===== src/design/tpp_pkg.sv =====
// Shared types, codes and mode-string tables for the TFTP packet parser.
package tpp_pkg;

  typedef enum logic [2:0] {
    PH_OPHI  = 3'd0,
    PH_OPLO  = 3'd1,
    PH_NAME  = 3'd2,
    PH_MODE  = 3'd3,
    PH_NUMHI = 3'd4,
    PH_NUMLO = 3'd5,
    PH_BODY  = 3'd6,
    PH_END   = 3'd7
  } phase_t;

  typedef enum logic [1:0] {
    KIND_NAME    = 2'd0,
    KIND_MESSAGE = 2'd1,
    KIND_PAYLOAD = 2'd2,
    KIND_SUMMARY = 2'd3
  } kind_t;

  typedef enum logic [2:0] {
    ST_OK        = 3'd0,
    ST_TOO_SHORT = 3'd1,
    ST_BAD_OP    = 3'd2,
    ST_BAD_MODE  = 3'd3,
    ST_MALFORMED = 3'd4,
    ST_TOO_LONG  = 3'd5
  } status_t;

  localparam logic [15:0] OP_RRQ   = 16'd1;
  localparam logic [15:0] OP_WRQ   = 16'd2;
  localparam logic [15:0] OP_DATA  = 16'd3;
  localparam logic [15:0] OP_ACK   = 16'd4;
  localparam logic [15:0] OP_ERROR = 16'd5;

  localparam logic [1:0] MODE_NETASCII = 2'd0;
  localparam logic [1:0] MODE_OCTET    = 2'd1;
  localparam logic [1:0] MODE_MAIL     = 2'd2;
  localparam logic [1:0] MODE_NONE     = 2'd3;

  localparam int unsigned NUM_MODES   = 3;
  localparam int unsigned QUEUE_DEPTH = 4;
  localparam int unsigned QPTR_W      = $clog2(QUEUE_DEPTH);
  localparam int unsigned QCNT_W      = $clog2(QUEUE_DEPTH + 1);

  // One queue entry holds everything a single input byte produces.
  typedef struct packed {
    logic        has_content;
    kind_t       content_kind;
    logic [7:0]  content_byte;
    logic        has_summary;
    logic [15:0] opcode;
    logic [15:0] number;
    logic [1:0]  mode;
    logic [9:0]  pay_len;
    status_t     status;
  } entry_t;

  function automatic logic [3:0] mode_len(input logic [1:0] k);
    logic [3:0] len;
    case (k)
      MODE_NETASCII: len = 4'd8;
      MODE_OCTET:    len = 4'd5;
      default:       len = 4'd4;
    endcase
    return len;
  endfunction

  // Character idx of mode string k; the first character sits in the top byte.
  function automatic logic [7:0] mode_char(input logic [1:0] k, input logic [2:0] idx);
    logic [63:0] txt;
    case (k)
      MODE_NETASCII: txt = "netascii";
      MODE_OCTET:    txt = {"octet", 24'h0};
      default:       txt = {"mail", 32'h0};
    endcase
    return txt[{3'(3'd7 - idx), 3'b000} +: 8];
  endfunction

endpackage


===== src/design/tftp_packet_parser.sv =====
// TFTP packet parser: byte-serial front end, entry queue and output stage.
//
// Usage: packet bytes enter on the in_ channel, one item per byte, first byte
// first, with in_last_byte high on the final byte. Each filename, error
// message or DATA payload byte comes out as one out_ item (the terminating
// zero is not passed). The final byte also yields a summary item with
// out_kind = summary and out_end_of_run high, carrying opcode, block number or
// error code, transfer mode, payload length and status.
// Throughput: one byte per cycle while in_stall is low. The front end handles
// every byte as it is accepted; the final byte of a packet may produce two
// items, which the output stage sends one after the other while the
// four-entry queue absorbs the extra one.
// Path: each accepted byte's entry is written into the queue and then into the
// output register, from which it is driven on out_.
// Stall: when out_stall holds the output register, the queue fills and
// in_stall rises once it holds four entries; nothing is lost.
// Reset: synchronous on rst_n low; the queue empties, the output goes invalid
// and the parser waits for the first opcode byte of a new packet.
module tftp_packet_parser import tpp_pkg::*; #(
  parameter int unsigned MAX_PACKET_BYTES = 516
) (
  input  logic        clk,
  input  logic        rst_n,
  input  logic        in_valid,
  output logic        in_stall,
  input  logic [7:0]  in_packet_byte,
  input  logic        in_last_byte,
  output logic        out_valid,
  input  logic        out_stall,
  output logic [1:0]  out_kind,
  output logic [7:0]  out_content_byte,
  output logic [15:0] out_opcode_seen,
  output logic [15:0] out_block_or_code,
  output logic [1:0]  out_transfer_mode,
  output logic [9:0]  out_payload_length,
  output logic [2:0]  out_status,
  output logic        out_end_of_run
);

  logic   push;
  entry_t push_entry;
  logic   pop;
  entry_t head;
  logic   q_valid;
  logic   q_full;

  tpp_front #(
    .MAX_PACKET_BYTES(MAX_PACKET_BYTES)
  ) u_front (
    .clk           (clk),
    .rst_n         (rst_n),
    .in_valid      (in_valid),
    .in_stall      (in_stall),
    .in_packet_byte(in_packet_byte),
    .in_last_byte  (in_last_byte),
    .q_full        (q_full),
    .push          (push),
    .push_entry    (push_entry)
  );

  tpp_queue u_queue (
    .clk       (clk),
    .rst_n     (rst_n),
    .push      (push),
    .push_entry(push_entry),
    .pop       (pop),
    .head      (head),
    .q_valid   (q_valid),
    .q_full    (q_full)
  );

  tpp_back u_back (
    .clk               (clk),
    .rst_n             (rst_n),
    .q_valid           (q_valid),
    .head              (head),
    .pop               (pop),
    .out_valid         (out_valid),
    .out_stall         (out_stall),
    .out_kind          (out_kind),
    .out_content_byte  (out_content_byte),
    .out_opcode_seen   (out_opcode_seen),
    .out_block_or_code (out_block_or_code),
    .out_transfer_mode (out_transfer_mode),
    .out_payload_length(out_payload_length),
    .out_status        (out_status),
    .out_end_of_run    (out_end_of_run)
  );

endmodule


===== src/design/tpp_front.sv =====
// Front end: accepts packet bytes, tracks the field layout and builds queue entries.
module tpp_front import tpp_pkg::*; #(
  parameter int unsigned MAX_PACKET_BYTES = 516
) (
  input  logic       clk,
  input  logic       rst_n,
  input  logic       in_valid,
  output logic       in_stall,
  input  logic [7:0] in_packet_byte,
  input  logic       in_last_byte,
  input  logic       q_full,
  output logic       push,
  output entry_t     push_entry
);

  localparam logic [9:0] POS_LIMIT = 10'(MAX_PACKET_BYTES);

  logic [9:0]  pos_r, pos_nxt;
  phase_t      phase_r, phase_nxt;
  logic [15:0] opcode_r, opcode_nxt;
  logic [15:0] number_r, number_nxt;
  logic [3:0]  mode_idx_r, mode_idx_nxt;
  logic [2:0]  mode_flags_r, mode_flags_nxt;
  logic [9:0]  pay_cnt_r, pay_cnt_nxt;
  status_t     err_r, err_nxt;

  logic        accept;
  logic [2:0]  hit;
  status_t     sum_status;
  entry_t      ent;

  assign in_stall = q_full;
  assign accept   = in_valid && !q_full;

  always_comb begin
    pos_nxt        = pos_r;
    phase_nxt      = phase_r;
    opcode_nxt     = opcode_r;
    number_nxt     = number_r;
    mode_idx_nxt   = mode_idx_r;
    mode_flags_nxt = mode_flags_r;
    pay_cnt_nxt    = pay_cnt_r;
    err_nxt        = err_r;
    hit            = '0;
    sum_status     = ST_OK;
    ent            = '0;
    ent.mode       = MODE_NONE;
    ent.status     = ST_OK;

    if (err_nxt == ST_OK && pos_r >= POS_LIMIT) begin
      err_nxt = ST_TOO_LONG;
    end

    if (err_nxt == ST_OK) begin
      case (phase_r)
        PH_OPHI: begin
          opcode_nxt = {in_packet_byte, 8'h00};
          phase_nxt  = PH_OPLO;
        end
        PH_OPLO: begin
          opcode_nxt = {opcode_r[15:8], in_packet_byte};
          if (opcode_nxt == OP_RRQ || opcode_nxt == OP_WRQ) begin
            phase_nxt = PH_NAME;
          end else if (opcode_nxt >= OP_DATA && opcode_nxt <= OP_ERROR) begin
            phase_nxt = PH_NUMHI;
          end else begin
            err_nxt = ST_BAD_OP;
          end
        end
        PH_NAME: begin
          if (in_packet_byte == 8'h00) begin
            phase_nxt = PH_MODE;
          end else begin
            ent.has_content  = 1'b1;
            ent.content_kind = KIND_NAME;
            ent.content_byte = in_packet_byte;
          end
        end
        PH_MODE: begin
          if (in_packet_byte == 8'h00) begin
            for (int k = 0; k < NUM_MODES; k++) begin
              hit[k] = mode_flags_r[k] && (mode_idx_r == mode_len(2'(k)));
            end
            if (hit == 3'b000) begin
              err_nxt = ST_BAD_MODE;
            end
            mode_flags_nxt = hit;
            phase_nxt      = PH_END;
          end else begin
            for (int k = 0; k < NUM_MODES; k++) begin
              if (mode_idx_r >= mode_len(2'(k)) ||
                  mode_char(2'(k), mode_idx_r[2:0]) != in_packet_byte) begin
                mode_flags_nxt[k] = 1'b0;
              end
            end
            if (mode_idx_r != 4'hF) begin
              mode_idx_nxt = mode_idx_r + 4'd1;
            end
          end
        end
        PH_NUMHI: begin
          number_nxt = {in_packet_byte, 8'h00};
          phase_nxt  = PH_NUMLO;
        end
        PH_NUMLO: begin
          number_nxt = {number_r[15:8], in_packet_byte};
          phase_nxt  = (opcode_r == OP_ACK) ? PH_END : PH_BODY;
        end
        PH_BODY: begin
          if (opcode_r == OP_DATA) begin
            ent.has_content  = 1'b1;
            ent.content_kind = KIND_PAYLOAD;
            ent.content_byte = in_packet_byte;
            if (pay_cnt_r != 10'h3FF) begin
              pay_cnt_nxt = pay_cnt_r + 10'd1;
            end
          end else if (in_packet_byte == 8'h00) begin
            phase_nxt = PH_END;
          end else begin
            ent.has_content  = 1'b1;
            ent.content_kind = KIND_MESSAGE;
            ent.content_byte = in_packet_byte;
          end
        end
        default: begin
          // Any byte after a complete packet is trailing garbage.
          err_nxt = ST_MALFORMED;
        end
      endcase
    end

    if (pos_r != 10'h3FF) begin
      pos_nxt = pos_r + 10'd1;
    end

    if (in_last_byte) begin
      sum_status = err_nxt;
      if (sum_status == ST_OK) begin
        if (phase_nxt == PH_OPHI || phase_nxt == PH_OPLO ||
            phase_nxt == PH_NUMHI || phase_nxt == PH_NUMLO) begin
          sum_status = ST_TOO_SHORT;
        end else if (phase_nxt == PH_NAME || phase_nxt == PH_MODE ||
                     (phase_nxt == PH_BODY && opcode_nxt != OP_DATA)) begin
          sum_status = ST_MALFORMED;
        end
      end
      ent.has_summary = 1'b1;
      ent.opcode      = opcode_nxt;
      ent.status      = sum_status;
      if (opcode_nxt >= OP_DATA && opcode_nxt <= OP_ERROR) begin
        ent.number = number_nxt;
      end
      if (opcode_nxt == OP_DATA) begin
        ent.pay_len = pay_cnt_nxt;
      end
      if (sum_status == ST_OK && (opcode_nxt == OP_RRQ || opcode_nxt == OP_WRQ)) begin
        if (mode_flags_nxt[0]) begin
          ent.mode = MODE_NETASCII;
        end else if (mode_flags_nxt[1]) begin
          ent.mode = MODE_OCTET;
        end else if (mode_flags_nxt[2]) begin
          ent.mode = MODE_MAIL;
        end
      end
      // The parser starts over for the next packet.
      pos_nxt        = '0;
      phase_nxt      = PH_OPHI;
      opcode_nxt     = '0;
      number_nxt     = '0;
      mode_idx_nxt   = '0;
      mode_flags_nxt = '1;
      pay_cnt_nxt    = '0;
      err_nxt        = ST_OK;
    end
  end

  assign push       = accept && (ent.has_content || ent.has_summary);
  assign push_entry = ent;

  always_ff @(posedge clk) begin
    if (!rst_n) begin
      pos_r        <= '0;
      phase_r      <= PH_OPHI;
      opcode_r     <= '0;
      number_r     <= '0;
      mode_idx_r   <= '0;
      mode_flags_r <= '1;
      pay_cnt_r    <= '0;
      err_r        <= ST_OK;
    end else if (accept) begin
      pos_r        <= pos_nxt;
      phase_r      <= phase_nxt;
      opcode_r     <= opcode_nxt;
      number_r     <= number_nxt;
      mode_idx_r   <= mode_idx_nxt;
      mode_flags_r <= mode_flags_nxt;
      pay_cnt_r    <= pay_cnt_nxt;
      err_r        <= err_nxt;
    end
  end

endmodule


===== src/design/tpp_queue.sv =====
// Small register FIFO that decouples the parsing front end from the output stage.
module tpp_queue import tpp_pkg::*; (
  input  logic   clk,
  input  logic   rst_n,
  input  logic   push,
  input  entry_t push_entry,
  input  logic   pop,
  output entry_t head,
  output logic   q_valid,
  output logic   q_full
);

  entry_t              slots_r [QUEUE_DEPTH];
  logic [QPTR_W-1:0]   wr_ptr_r, wr_ptr_nxt;
  logic [QPTR_W-1:0]   rd_ptr_r, rd_ptr_nxt;
  logic [QCNT_W-1:0]   count_r, count_nxt;

  assign head    = slots_r[rd_ptr_r];
  assign q_valid = (count_r != '0);
  assign q_full  = (count_r == QCNT_W'(QUEUE_DEPTH));

  // Pointers wrap on their own since the depth is a power of two.
  always_comb begin
    wr_ptr_nxt = push ? wr_ptr_r + 1'b1 : wr_ptr_r;
    rd_ptr_nxt = pop ? rd_ptr_r + 1'b1 : rd_ptr_r;
    count_nxt  = count_r;
    if (push && !pop) begin
      count_nxt = count_r + 1'b1;
    end else if (pop && !push) begin
      count_nxt = count_r - 1'b1;
    end
  end

  always_ff @(posedge clk) begin
    if (push) begin
      slots_r[wr_ptr_r] <= push_entry;
    end
  end

  always_ff @(posedge clk) begin
    if (!rst_n) begin
      wr_ptr_r <= '0;
      rd_ptr_r <= '0;
      count_r  <= '0;
    end else begin
      wr_ptr_r <= wr_ptr_nxt;
      rd_ptr_r <= rd_ptr_nxt;
      count_r  <= count_nxt;
    end
  end

endmodule


===== src/design/tpp_back.sv =====
// Output stage: unpacks queue entries into one result item per cycle unless out_stall holds it.
module tpp_back import tpp_pkg::*; (
  input  logic        clk,
  input  logic        rst_n,
  input  logic        q_valid,
  input  entry_t      head,
  output logic        pop,
  output logic        out_valid,
  input  logic        out_stall,
  output logic [1:0]  out_kind,
  output logic [7:0]  out_content_byte,
  output logic [15:0] out_opcode_seen,
  output logic [15:0] out_block_or_code,
  output logic [1:0]  out_transfer_mode,
  output logic [9:0]  out_payload_length,
  output logic [2:0]  out_status,
  output logic        out_end_of_run
);

  logic        valid_r, valid_nxt;
  logic        done_r, done_nxt;
  kind_t       kind_r;
  logic [7:0]  byte_r;
  logic [15:0] opcode_r;
  logic [15:0] number_r;
  logic [1:0]  mode_r;
  logic [9:0]  len_r;
  status_t     status_r;
  logic        eor_r;

  logic        load;
  logic        emit_content;
  logic        emit_summary;

  assign load = !valid_r || !out_stall;

  // An entry with both a content byte and a summary yields two items in turn;
  // done_r records that its content item already went out.
  always_comb begin
    pop          = 1'b0;
    emit_content = 1'b0;
    emit_summary = 1'b0;
    done_nxt     = done_r;
    valid_nxt    = valid_r;
    if (load) begin
      valid_nxt = q_valid;
      if (q_valid) begin
        if (head.has_content && !done_r) begin
          emit_content = 1'b1;
          if (head.has_summary) begin
            done_nxt = 1'b1;
          end else begin
            pop = 1'b1;
          end
        end else begin
          emit_summary = 1'b1;
          pop          = 1'b1;
          done_nxt     = 1'b0;
        end
      end
    end
  end

  always_ff @(posedge clk) begin
    if (!rst_n) begin
      valid_r <= 1'b0;
      done_r  <= 1'b0;
    end else begin
      valid_r <= valid_nxt;
      done_r  <= done_nxt;
    end
  end

  always_ff @(posedge clk) begin
    if (emit_content) begin
      kind_r   <= head.content_kind;
      byte_r   <= head.content_byte;
      opcode_r <= '0;
      number_r <= '0;
      mode_r   <= MODE_NONE;
      len_r    <= '0;
      status_r <= ST_OK;
      eor_r    <= 1'b0;
    end else if (emit_summary) begin
      kind_r   <= KIND_SUMMARY;
      byte_r   <= '0;
      opcode_r <= head.opcode;
      number_r <= head.number;
      mode_r   <= head.mode;
      len_r    <= head.pay_len;
      status_r <= head.status;
      eor_r    <= 1'b1;
    end
  end

  assign out_valid          = valid_r;
  assign out_kind           = kind_r;
  assign out_content_byte   = byte_r;
  assign out_opcode_seen    = opcode_r;
  assign out_block_or_code  = number_r;
  assign out_transfer_mode  = mode_r;
  assign out_payload_length = len_r;
  assign out_status         = status_r;
  assign out_end_of_run     = eor_r;

endmodule


===== config.mk =====
export PLATFORM = sky130hd
export DESIGN_NAME = tftp_packet_parser
export DESIGN_NICKNAME = d
export VERILOG_FILES = /design/src/design/tpp_pkg.sv /design/src/design/tftp_packet_parser.sv /design/src/design/tpp_front.sv /design/src/design/tpp_queue.sv /design/src/design/tpp_back.sv
export SDC_FILE = /design/constraint.sdc
export NUM_CORES = 1
export LEC_CHECK = 0
export BUFFER_PORTS_ARGS = -buffer_cell sky130_fd_sc_hd__buf_2
export CORE_MARGIN = 3
export CORE_UTILIZATION = 30
export CTS_CLUSTER_DIAMETER = 200
export DETAILED_ROUTE_END_ITERATION = 10
export GPL_ROUTABILITY_DRIVEN = 0
export PLACE_DENSITY = 0.54
export RECOVER_POWER = 50
export REMOVE_ABC_BUFFERS = 1
export SYNTH_ARGS = -nofsm -noshare
export SYNTH_HDL_FRONTEND = slang
export SYNTH_SLANG_ARGS = --single-unit

===== constraint.sdc =====
create_clock -name clk -period 6.8 [get_ports clk]
set_clock_uncertainty 0.2 [all_clocks]
set_input_delay 1.7 -clock clk [delete_from_list [all_inputs] [get_ports clk]]
set_output_delay 1.7 -clock clk [all_outputs]
set_load 0.01 [all_outputs]

# --- Word level (Yosys, flattened, before mapping) ---
# Memory sizes are Yosys's and may differ from the RTL's. A register that Yosys moved wholly into a read port is not among the register bits.
# Index checks and enable logic that the tools add are counted.
totals:
  ram_bits: 236
  mem_count: 1
  out_inout_bits: 60
  in_bits: 13
  word_cells: 230
  register_bits: 132
classes:
  shifts: 3
  n_mux: 107
  reduce_logical: 50
  eq_ne: 32
  magnitude_cmp: 8
  n_addsub: 8
mem_list:
  columns: ["memory", "words", "word_bits", "read_ports", "rd_ports_with_merged_regs", "wr", "line_no", "rtl"]
  rows:
  - ["u_queue.slots_r", 4, 59, 1, 1, 1, "tpp_queue.sv:13", "entry_t slots_r [QUEUE_DEPTH];"]
ops:
  columns: ["cell", "count"]
  rows:
  - ["64-bit two-way mux", 9]
  - ["64-bit by 7-bit indexed part select with 8-bit output", 3]
  - ["4-bit two-way mux", 23]
  - ["10-bit two-way mux", 8]
  - ["16-bit two-way mux", 5]
  - ["3-bit two-way mux", 24]
  - ["16-bit by 2-bit == test with 1-bit output, second input constant", 4]
  - ["16-bit one-hot mux with 2 select lines", 2]
  - ["48-bit two-way mux", 1]
  - ["11-bit two-way mux", 4]
  - ["16-bit by 1-bit == test with 1-bit output, second input constant", 2]
  - ["16-bit by 2-bit >= comparator with 1-bit output, second input constant", 2]
  - ["16-bit by 3-bit <= comparator with 1-bit output, second input constant", 2]
  - ["8-bit != test", 3]
  - ["11-bit one-hot mux with 2 select lines", 1]
  - ["3-bit == test, second input constant", 7]
  - ["3-bit logical NOT", 7]
  - ["3-bit one-hot mux with 7 select lines", 1]
  - ["10-bit by 1-bit adder with 10-bit output, second input constant", 2]
  - ["10-bit != test, second input constant", 2]
  - ["1-bit two-way mux", 19]
  - ["16-bit by 3-bit == test with 1-bit output, second input constant", 1]
  - ["8-bit two-way mux", 2]
  - ["16-bit by 2-bit != test with 1-bit output, second input constant", 1]
  - ["other kinds (24)", 73]

# --- Logic depth before layout (Yosys ltp) ---
# Gate-level depths: netlist of run 1.
depth:
  ltp_word: 26
  ltp_mapped: 12
  depth_no_buf: 11

# --- By module ---
# Synthesis of run 1 repeated with hierarchy kept, for this count alone.
unflattened:
  hier_cells: 1196
  hier_area_um2: 15785.1
modules_own_cells:
  columns: ["mod", "area_per_inst_um2", "instances", "cells_each"]
  rows:
  - ["tpp_queue", 8973.6, 1, 352]
  - ["tpp_front", 4615.7, 1, 603]
  - ["tpp_back", 2195.9, 1, 241]

# --- Worst setup path after synthesis of run 1 ---
# OpenSTA, ideal clock, no wires.
synth_timing:
  path_kind: "in2reg"
  from: "input in_packet_byte[2]"
  to: "memory u_queue.slots_r[0][0] (netlist name), enable pin"
  setup_slack_ns: 1.958
  setup_time_ns: 0.423
  t_required_ns: 6.177
  arrival_ns: 4.219
  n_path_buf: 1
  stages: 6
  path_cell_list: "clkbuf_1 nor4_1 and2_1 a21oi_1 o21a_1 and2_1"
synth_rtl:
  columns: ["element", "line_no", "rtl"]
  rows:
  - ["start, declared", "tftp_packet_parser.sv:26", "input logic [7:0] in_packet_byte,"]
  - ["end, declared", "tpp_queue.sv:13", null]

# --- Worst setup path in the final report of run 1 ---
layout_timing:
  from: "input out_stall"
  to: "register u_queue.count_r[2]"
layout_between:
  elab_chain_cells: 6
  word_cells_on_any_way: 8
  classes_between: "mux: 2; reduce/logical: 6"
layout_lines:
  columns: ["element", "line_no", "rtl"]
  rows:
  - ["start, declared", "tftp_packet_parser.sv:29", "input logic out_stall,"]
  - ["1-bit logical NOT (*)", "tpp_back.sv:35", "assign load = !valid_r || !out_stall;"]
  - ["1-bit logical OR (*)", "tpp_back.sv:35", null]
  - ["1-bit two-way mux (*)", "tpp_back.sv:45", "if (load) begin"]
  - ["1-bit logical NOT", "tpp_queue.sv:27", "if (push && !pop) begin"]
  - ["1-bit logical AND", "tpp_queue.sv:27", null]
  - ["3-bit two-way mux / 2-bit nonzero test (equally long branches)", null, null]
  - ["end signal, assigned", "tpp_queue.sv:48", "count_r <= count_nxt;"]
  - ["end, declared", "tpp_queue.sv:16", "logic [QCNT_W-1:0] count_r, count_nxt;"]
# Mark *: on every way between the ends. The rest lies on a longest branch, timed or not.
# A chain may end at the register's enable or synchronous reset.

==> impl_metrics.yaml, run 1 <==
floorplanning:
  die_area_sq_um: 53900
  ios: 73
  start_util_pct: 30.5
  die_h_um: 232
  die-width_um: 232
  num_rows: 82
  core_sq_um: 50400
synthesis:
  syn_inst: 1178
  synth.cell_area_sq_um: 15300
  synthArstFlopShare_pct: 0
  synth-seq-cells: 370
  ys_seq_area_share_pct: 64.3
  syn_avg_cell_area_sq_um: 13.0
  synth_flop_cell: "edfxtp_1"
  synth-edff-count: 246
  yosysWarnings: 0
  ys_types: 66
drt:
  via_per_inst: 4.92
  drcViolationCount: 0
  avgRoutedWirePerCell_um: 18.8
  drtIter0Drc: 619
  dr.pass1.iters: 5
  ant_nets: 0
  finalWirelength_um: 36200
  num_vias: 9494
clocking:
  post-cts-setup-buffers: 0
  clockBufferDepth: 3
  cts_resized: 0
  h-tree-depth: 2
  cts_made_buffers: 38
  cts-root-buf: "clkbuf_16"
  hold_buffers: 0
  clock_sinks: 370
  cts_tree: "done"
  worstSkewPairLatency_ns: 0.53
  cts.clk_slew.worst_paths_ns: 0.06
worst_setup_path:
  crit_required_ns: 7.04
  worstSetupPathType: "input pin to flip-flop"
  cp.arrival_ns: 5.29
  worstSetupStartpointType: "input pin"
  crit_fanout: 48
  worstSetupEndpointType: "flip-flop"
global_route:
  grt_overflow: 0
  track_usage_pct: 13.5
  antenna_found_initial: 2
  grt_pass1_vias: 9664
  grt_max_degree: 69
  grt_pass1_wl_um: 56900
sta:
  rsz0062_at_grt: "false"
  fin_crit_ns: 5.05
  relSlewSlack_pct: -72.8
  max_freq_mhz: 198
  worst_pin_slew_ns: 2.59
  timing.hold.ws_ns: 0.247
  hold_violations: 0
  fin_setup_tns_ns: 0
  setup_viol: 0
  setup_ws_ns: 1.75
  period_share_pct: 74.2
  slew_viol_final: 109
finish:
  final_nets: 1255
  area_growth_pct: 14.5
  drive_gt1_share_pct: 12.6
  final_cell_mix: "edfxtp_1 (246), nand2_1 (158), dfxtp_1 (122)"
  layout_commonest_cell: "edfxtp_1"
  fillCellCount: 4895
placement:
  portBuffers: 72
  hpwlAfterDp_um: 22300
  pre_cts_ws_ns: 1.59
min_path:
  hp-class: "flip-flop to flip-flop"
pwr:
  leakage_nw: 5.61
  ir_drop_mv: 0.148
  power_density_nw_per_um2: 349
status:
  run_status: "finished, violations left"
  violations: "capacitance limit, slew limit"
flow_run:
  drv_cap: 2
## worst paths after layout
path | start | slack, ns | cells after the start | endpoint
worst min-delay path | u_back.out_transfer_mode[0] | 0.25 | 2 | u_back.out_transfer_mode[0]
worst min register to register | u_back.out_transfer_mode[0] | 0.25 | 2 | u_back.out_transfer_mode[0]
worst max-delay path | out_stall | 1.75 | 11 | u_queue.count_r[2]
worst max register to register | u_front.pos_r[5] | 1.98 | 7 | u_queue.slots_r[2][14]
## synthesized netlist by cell type (2+ instances only)
cell type	number	area (sq um)
nor2b_1	35	219
xor2_1	18	158
a31oi_1	3	18.8
nand4_1	12	75.1
nand2_1	158	593
nand2b_1	4	25.0
buf_2	2	10.0
o21ai_1	3	15.0
a41oi_1	3	26.3
ha_1	13	163
nor3_1	20	100
xnor2_1	12	105
a21boi_0	5	37.5
buf_1	12	45.0
and2_1	28	175
a2111oi_0	3	26.3
dfxtp_1	124	2480
or2_2	5	31.3
nor2_1	56	210
a32oi_1	11	96.3
a21o_1	2	15.0
a22o_1	8	70.1
inv_1	17	63.8
o31ai_1	5	37.5
mux2i_1	17	170
mux4_2	59	1330
a21oi_1	35	175
o21ai_0	80	400
a22oi_1	18	135
and3_1	18	113
and3b_1	2	17.5
and4_1	3	26.3
nand3_1	29	145
edfxtp_1	246	7390
o21a_1	4	30.0
nor4_1	9	56.3
nor3b_1	3	22.5
or3_1	6	37.5
clkbuf_1	62	233
or4_4	2	22.5
## cell type report
cell class | instances | area, sq um | area share [%]
inverter | 18 | 67.6 | 0.385
timing repair buffer | 87 | 383 | 2.18
clock inverter | 14 | 175 | 0.997
multi-input combinational | 713 | 5110 | 29.1
clock buffer | 55 | 1110 | 6.30
tap | 672 | 841 | 4.79
sequential | 370 | 9870 | 56.2
antenna | 1 | 2.50 | 0.0142
## sequential cells by signal, summed over array words and instances (netlist names), 3 cells and up, named ones only
signal,cells
u_queue.slots_r,236
u_back.out_block_or_code,16
u_back.out_opcode_seen,16
u_front.number_r,16
u_front.opcode_r,16
u_back.out_payload_length,10
u_front.pay_cnt_r,10
u_front.pos_r,10
u_back.out_content_byte,8
u_front.mode_idx_r,4
u_back.out_status,3
u_front.err_r,3
u_front.mode_flags_r,3
u_front.phase_r,3
u_queue.count_r,3
## report_power, final
part	total (mW)	internal [mW]	switching [mW]
Sequential	2.77	2.64	0.124
Combinational	1.23	0.463	0.764
Clock	2.13	1.28	0.842
Total	6.12	4.39	1.73
## worst max-delay path, stage by stage
cell and delay, ns:
clkbuf_1 0.10, a21o_2 0.12, clkbuf_1 1.83, inv_2 0.03, nand2_1 0.25, ha_1 0.22, inv_1 0.06, fa_1 0.37
xor2_1 0.16, or3_1 0.30, a21boi_0 0.15
## logic make-up after synthesis
kind of cell,after synthesis,share of synthesized area (%)
AO/OA/AOI/OAI,195,7.98
XOR/XNOR,30,1.71
adder cells (fa/ha/maj),14,1.19
buffers and inverters,95,2.39
flip-flops,370,64.3
multiplexers,77,9.84
AND/OR/NAND/NOR,397,12.6
## stage by stage
stage,std cells,instance area (sq um),util [%],total power [mW]
final,1930,17600,34.9,6.12
after global routing,1929,17600,34.9,6.46
after CTS,1929,17700,35.1,6.28
after detailed placement,1860,16400,32.5,4.13
after global placement,1860,16400,32.5,4.12
after floorplan,1101,15000,-,3.62
## per-layer routing
metal | routed length [um] | up-vias | share of wire, % | GRT usage, %
li1 | - | 4481 | - | -
met3 | 1540 | 56 | 4.2 | 2.04
met1 | 16400 | 4747 | 45 | 18.2
met2 | 17500 | 210 | 48 | 22.6
met5 | 0 | - | 0 | 0
met4 | 821 | 0 | 2.3 | 3.95
Power figures use the tool's default switching activity.
==> run 2, diff against run 1 <==
==> constraint.sdc (replaced) <==
create_clock -name clk -period 4.9 [get_ports clk]
set_clock_uncertainty 0.2 [all_clocks]
set_input_delay 1.225 -clock clk [delete_from_list [all_inputs] [get_ports clk]]
set_output_delay 1.225 -clock clk [all_outputs]
set_load 0.01 [all_outputs]
==> run 2 against run 1 <==
Compared with the run above:
- the flow still finishes with violations (capacitance limit, slew limit)
- sequential share of layout area fell by 0.28 points
- sequential cell count stayed put
- global-route usage fell by 0.13 points
- first-iteration DRC count down 2.7%
- combinational power up 37%
- total power rose by 37%
- sequential power rose by 40%
- utilization is 0.17 points higher
- setup slack worse by 1.2 ns
- wire length down 0.17%
- critical path depth decreased by 3
- via count increased by 0.97%
- largest power group unchanged
- highest routed layer unchanged
==> impl_metrics.yaml, run 2 (same netlist as run 1, synthesis figures left out) <==
floorplanning:
  die_area_sq_um: 53900
  ios: 73
  die_h_um: 232
  die-width_um: 232
  num_rows: 82
  start_util_pct: 30.5
  core_sq_um: 50400
sta:
  relSlewSlack_pct: -31.7
  max_freq_mhz: 233
  setup_viol: 0
  hold_violations: 0
  fin_crit_ns: 4.30
  period_share_pct: 87.8
  rsz0062_at_grt: "false"
  fin_setup_tns_ns: 0
  worst_pin_slew_ns: 1.98
  slew_viol_final: 71
status:
  violations: "capacitance limit, slew limit"
  run_status: "finished, violations left"
worst_setup_path:
  worstSetupPathType: "flip-flop to flip-flop"
  critical_path.slowest_cell: "o41ai_1"
  reg2reg_depth: 8
  crit_fanout: 20
  crit_required_ns: 5.12
  cp.arrival_ns: 4.52
  worstSetupStartpointType: "flip-flop"
  max_stage_delay_ns: 1.07
  rrSetupSlack_ns: 0.60
  worstPathCellList: "or4_1, o41ai_1, nand4_1, clkbuf_1, nor2_1, o21ai_0, and2_0, a22o_1"
  worstSetupEndpointType: "flip-flop"
placement:
  hpwlAfterDp_um: 22700
  portBuffers: 72
  placedCellCount: 1876
global_route:
  grt_pass1_vias: 9908
  track_usage_pct: 13.4
  antenna_found_initial: 1
  grt_pass1_wl_um: 56900
  grt_max_degree: 60
  grt_overflow: 0
clocking:
  clockBufferDepth: 3
  cts_tree: "done"
  cts_resized: 0
  cts-root-buf: "clkbuf_16"
  worstSkewPairLatency_ns: 0.53
  h-tree-depth: 2
  cts.clk_slew.worst_paths_ns: 0.06
  hold_buffers: 0
  clock_sinks: 370
  cts_made_buffers: 39
  post-cts-setup-buffers: 0
finish:
  largest_register_ffs: 236
  drive_gt1_share_pct: 12.6
  fillCellCount: 4946
  final_cell_mix: "edfxtp_1 (246), nand2_1 (158), dfxtp_1 (123)"
  top_register: "u_queue.slots_r"
  final_cells: 1948
  area_growth_pct: 15.0
  layout_commonest_cell: "edfxtp_1"
  fin_util_pct: 35.0
  final_nets: 1272
flow_run:
  drv_cap: 2
drt:
  avgRoutedWirePerCell_um: 18.5
  drcViolationCount: 0
  dr.pass1.iters: 5
  ant_nets: 0
  finalWirelength_um: 36100
  drtIter0Drc: 602
  via_per_inst: 4.92
  num_vias: 9586
pwr:
  leakage_nw: 5.65
  combPwrFrac_pct: 20.0
  power.switching_mw: 2.40
  switching_share_pct: 28.6
  clkPwrFrac_pct: 33.9
  power.internal_mw: 6.00
  pwr-share-seq_pct: 46.1
  power_density_nw_per_um2: 476
  ir_drop_mv: 0.262
min_path:
  hold-path-cell-count: 2
  hp-class: "flip-flop to flip-flop"
-- run 2: changes by cell type in the layout (fill, tap and decap cells not counted), moves of 2 or more --
cell / previous run / this run
and2_0: 18 / 16
and2_1: 6 / 8
buf_12: 0 / 4
buf_4: 12 / 19
bufinv_16: 4 / 1
clkbuf_1: 75 / 84
clkbuf_16: 39 / 41
clkinv_1: 1 / 3
clkinv_2: 7 / 5
-- run 2: layer usage --
metal	track usage [%]	routed length, um	vias to the layer above
li1	-	-	4513
met1	17.3	15900	4820
met2	22.8	17900	200
met3	2.47	1630	53
met4	3.93	748	0
met5	0	0	-
-- run 2: layout make-up --
type | count | area [sq um] | area share, %
Inverter | 18 | 67.6 | 0.383
Timing Repair Buffer | 103 | 536 | 3.03
Clock buffer | 61 | 1160 | 6.58
Tap cell | 672 | 841 | 4.76
Antenna cell | 1 | 2.50 | 0.0142
Multi-Input combinational cell | 713 | 5090 | 28.9
Clock inverter | 10 | 75.1 | 0.425
Sequential cell | 370 | 9870 | 55.9
-- run 2: power by group through the flow --
stage	Combinational [mW]	Sequential, mW	Clock, mW
floorplan	0.955	4.07	0
CTS	1.79	3.88	2.94
detailed placement	1.79	3.94	0
global placement	1.77	3.93	0
finish	1.68	3.87	2.85
global route	1.89	3.92	3.06
-- run 2: final timing paths --
path | start | endpoint
setup / recovery | u_front.pos_r[5] | u_front.number_r[11]
hold / removal | u_back.out_opcode_seen[6] | u_back.out_opcode_seen[6]
setup reg to reg | u_front.pos_r[5] | u_front.number_r[11]
hold reg to reg | u_back.out_opcode_seen[6] | u_back.out_opcode_seen[6]
-- run 2: worst max-delay path, delay by kind of cell, from the launching register on --
family | cells | cell delay (ns)
AND/OR/NAND/NOR | 4 | 1.71
AO/OA/AOI/OAI | 3 | 1.51
buffers and inverters | 1 | 0.44
flip-flops | 1 | 0.33
-- run 2: stage by stage --
stage | instance area [sq um] | setup WS [ns] | total power [mW] | hold slack (ns)
final | 17600 | 0.599 | 8.40 | 0.250
after global routing | 17600 | 0.328 | 8.87 | 0.272
after CTS | 17800 | 0.740 | 8.62 | 0.252
after detailed placement | 16500 | 0.628 | 5.73 | 0.238
after global placement | 16500 | 0.656 | 5.70 | 0.228
after floorplan | 15000 | -1.30 | 5.02 | 0.243
==> run 3, diff against run 2 <==
--- a/config.mk
+++ b/config.mk
@@ -7,11 +7,11 @@
 export LEC_CHECK = 0
 export BUFFER_PORTS_ARGS = -buffer_cell sky130_fd_sc_hd__buf_2
 export CORE_MARGIN = 3
-export CORE_UTILIZATION = 30
+export CORE_UTILIZATION = 44
 export CTS_CLUSTER_DIAMETER = 200
 export DETAILED_ROUTE_END_ITERATION = 10
 export GPL_ROUTABILITY_DRIVEN = 0
-export PLACE_DENSITY = 0.54
+export PLACE_DENSITY = 0.69
 export RECOVER_POWER = 50
 export REMOVE_ABC_BUFFERS = 1
 export SYNTH_ARGS = -nofsm -noshare
==> constraint.sdc (replaced) <==
create_clock -name clk -period 4.9 [get_ports clk]
set_clock_uncertainty 0.2 [all_clocks]
set_input_delay 1.225 -clock clk [delete_from_list [all_inputs] [get_ports clk]]
set_output_delay 1.225 -clock clk [all_outputs]
set_load 0.005 [all_outputs]
==> run 3 against run 2 <==
Compared with the run above:
- the run still ends with capacitance limit, slew limit left
- largest power group unchanged
- maximum frequency is 0.97% higher
- setup slack better by 0.041 ns
- first-iteration DRC count is 36% higher
- cell area is 2.6% lower
- count of clock-buffer cells in the layout is 10 lower
- total power is 3.9% lower
- die area is 31% lower
- sequential power hardly changed
==> impl_metrics.yaml, run 3 (same netlist as run 1, synthesis figures left out) <==
floorplanning:
  die-width_um: 193
  ios: 73
  die_h_um: 193
  die_area_sq_um: 37100
  num_rows: 67
  start_util_pct: 45.2
  core_sq_um: 34000
worst_setup_path:
  cp.arrival_ns: 4.23
  crit_top_cell: "or4_1"
  worstSetupPathType: "flip-flop to flip-flop"
  worstSetupStartpointType: "flip-flop"
  crit_buf_inv: 1
  max_stage_delay_ns: 0.63
  crit_required_ns: 4.87
  worstPathCellList: "or4_1, o41a_1, or4_1, a21oi_1, o21a_1, and2_0, buf_12"
  reg2reg_depth: 7
  cp_top_family: "simple AND/OR/NAND/NOR gates"
  worstSetupEndpointType: "flip-flop"
  crit_cells: 7
  critical_path.slowest_cell: "and2_0"
  crit_fanout: 52
clocking:
  clockBufferDepth: 3
  hold_buffers: 0
  cts-root-buf: "clkbuf_16"
  h-tree-depth: 2
  post-cts-setup-buffers: 0
  cts_tree: "done"
  cts.clk_slew.worst_paths_ns: 0.06
  cts_made_buffers: 37
  clock_sinks: 370
  worstSkewPairLatency_ns: 0.52
  cts_resized: 0
drt:
  via_per_inst: 5.63
  ant_nets: 0
  num_vias: 9639
  finalWirelength_um: 34100
  dr.pass1.iters: 5
  drtIter0Drc: 821
  drcViolationCount: 0
  avgRoutedWirePerCell_um: 19.9
placement:
  hpwlAfterDp_um: 21200
  portBuffers: 72
  place_area_sq_um: 16200
  pre_cts_ws_ns: 0.331
sta:
  slew_viol_final: 37
  period_share_pct: 86.9
  worst_pin_slew_ns: 1.90
  setup_viol: 0
  fin_crit_ns: 4.26
  fin_setup_tns_ns: 0
  relSlewSlack_pct: -27.8
  max_freq_mhz: 235
  hold_violations: 0
  rsz0062_at_grt: "false"
  setup_ws_ns: 0.641
global_route:
  grt_pass1_wl_um: 53200
  track_usage_pct: 18.5
  busiest_layer: "met2"
  grt.met1_usage_pct: 25.4
  grt_use_met3_pct: 3.34
  grt_pass1_vias: 9365
  use_met2_pct: 30.7
  grt_max_degree: 57
  grt_overflow: 0
  antenna_found_initial: 2
pwr:
  leakage_nw: 5.59
  power_density_nw_per_um2: 470
  power_mw: 8.08
  ir_drop_mv: 0.277
min_path:
  hold-path-cell-count: 2
  hp-class: "flip-flop to flip-flop"
finish:
  area_growth_pct: 12.1
  final_cell_mix: "edfxtp_1 (246), nand2_1 (158), dfxtp_1 (123)"
  fin_util_pct: 50.7
  finalInstanceArea_sq_um: 17200
  antenna_cells: 0
  top_register: "u_queue.slots_r"
  fillCellCount: 2923
  layout_commonest_cell: "edfxtp_1"
  final_nets: 1264
  largest_register_ffs: 236
  drive_gt1_share_pct: 12.6
status:
  run_status: "finished, violations left"
  violations: "capacitance limit, slew limit"
flow_run:
  drv_cap: 2
-- run 3: cell types whose count changed in the layout (fill, tap and decap cells not counted), sizes merged --
cell | previous run | this run
inv | 19 | 18
clkinv | 8 | 14
clkinvlp | 0 | 2
diode | 1 | 0
bufinv | 1 | 0
buf | 32 | 36
clkbuf | 132 | 112
-- run 3: worst paths after layout --
check,from,to,slack [ns]
worst min register to register,u_back.out_transfer_mode[0],u_back.out_transfer_mode[0],0.25
worst min-delay path,u_back.out_transfer_mode[0],u_back.out_transfer_mode[0],0.25
worst max-delay path,u_front.pos_r[5],u_queue.slots_r[3][1],0.64
worst max register to register,u_front.pos_r[5],u_queue.slots_r[3][1],0.64
-- run 3: tightest hold or removal path, stage by stage, from the launching register on --
cell,delay (ns)
dfxtp_1,0.31
nand2_1,0.05
nand2_1,0.05
-- run 3: layout make-up --
cell class | count | area [sq um] | area share, %
clock buffer | 51 | 1030 | 5.99
clock inverter | 16 | 88.8 | 0.517
timing repair buffer | 97 | 490 | 2.85
sequential | 370 | 9870 | 57.4
multi-input combinational | 713 | 5090 | 29.6
tap | 448 | 561 | 3.26
inverter | 18 | 67.6 | 0.393
-- run 3: per-stage QoR --
stage	instances	hold slack [ns]
floorplan	1101	0.239
global placement	1646	0.232
detailed placement	1646	0.237
global route	1713	0.267
CTS	1713	0.246
finish	1713	0.247
-- run 3: routing by layer --
layer  part of all wire, %  up-vias
met4                   2.3        4
met2                    48      328
met1                    43     4757
met3                   6.8       56
met5                 0.067        -
li1                      -     4494
-- run 3: report_power, final --
part	switching [mW]	leakage, nW	total (mW)	internal [mW]
logic	0.942	1.85	1.59	0.651
registers	0.205	3.19	3.88	3.67
clock network	1.13	0.548	2.61	1.47
total	2.28	5.59	8.08	5.80
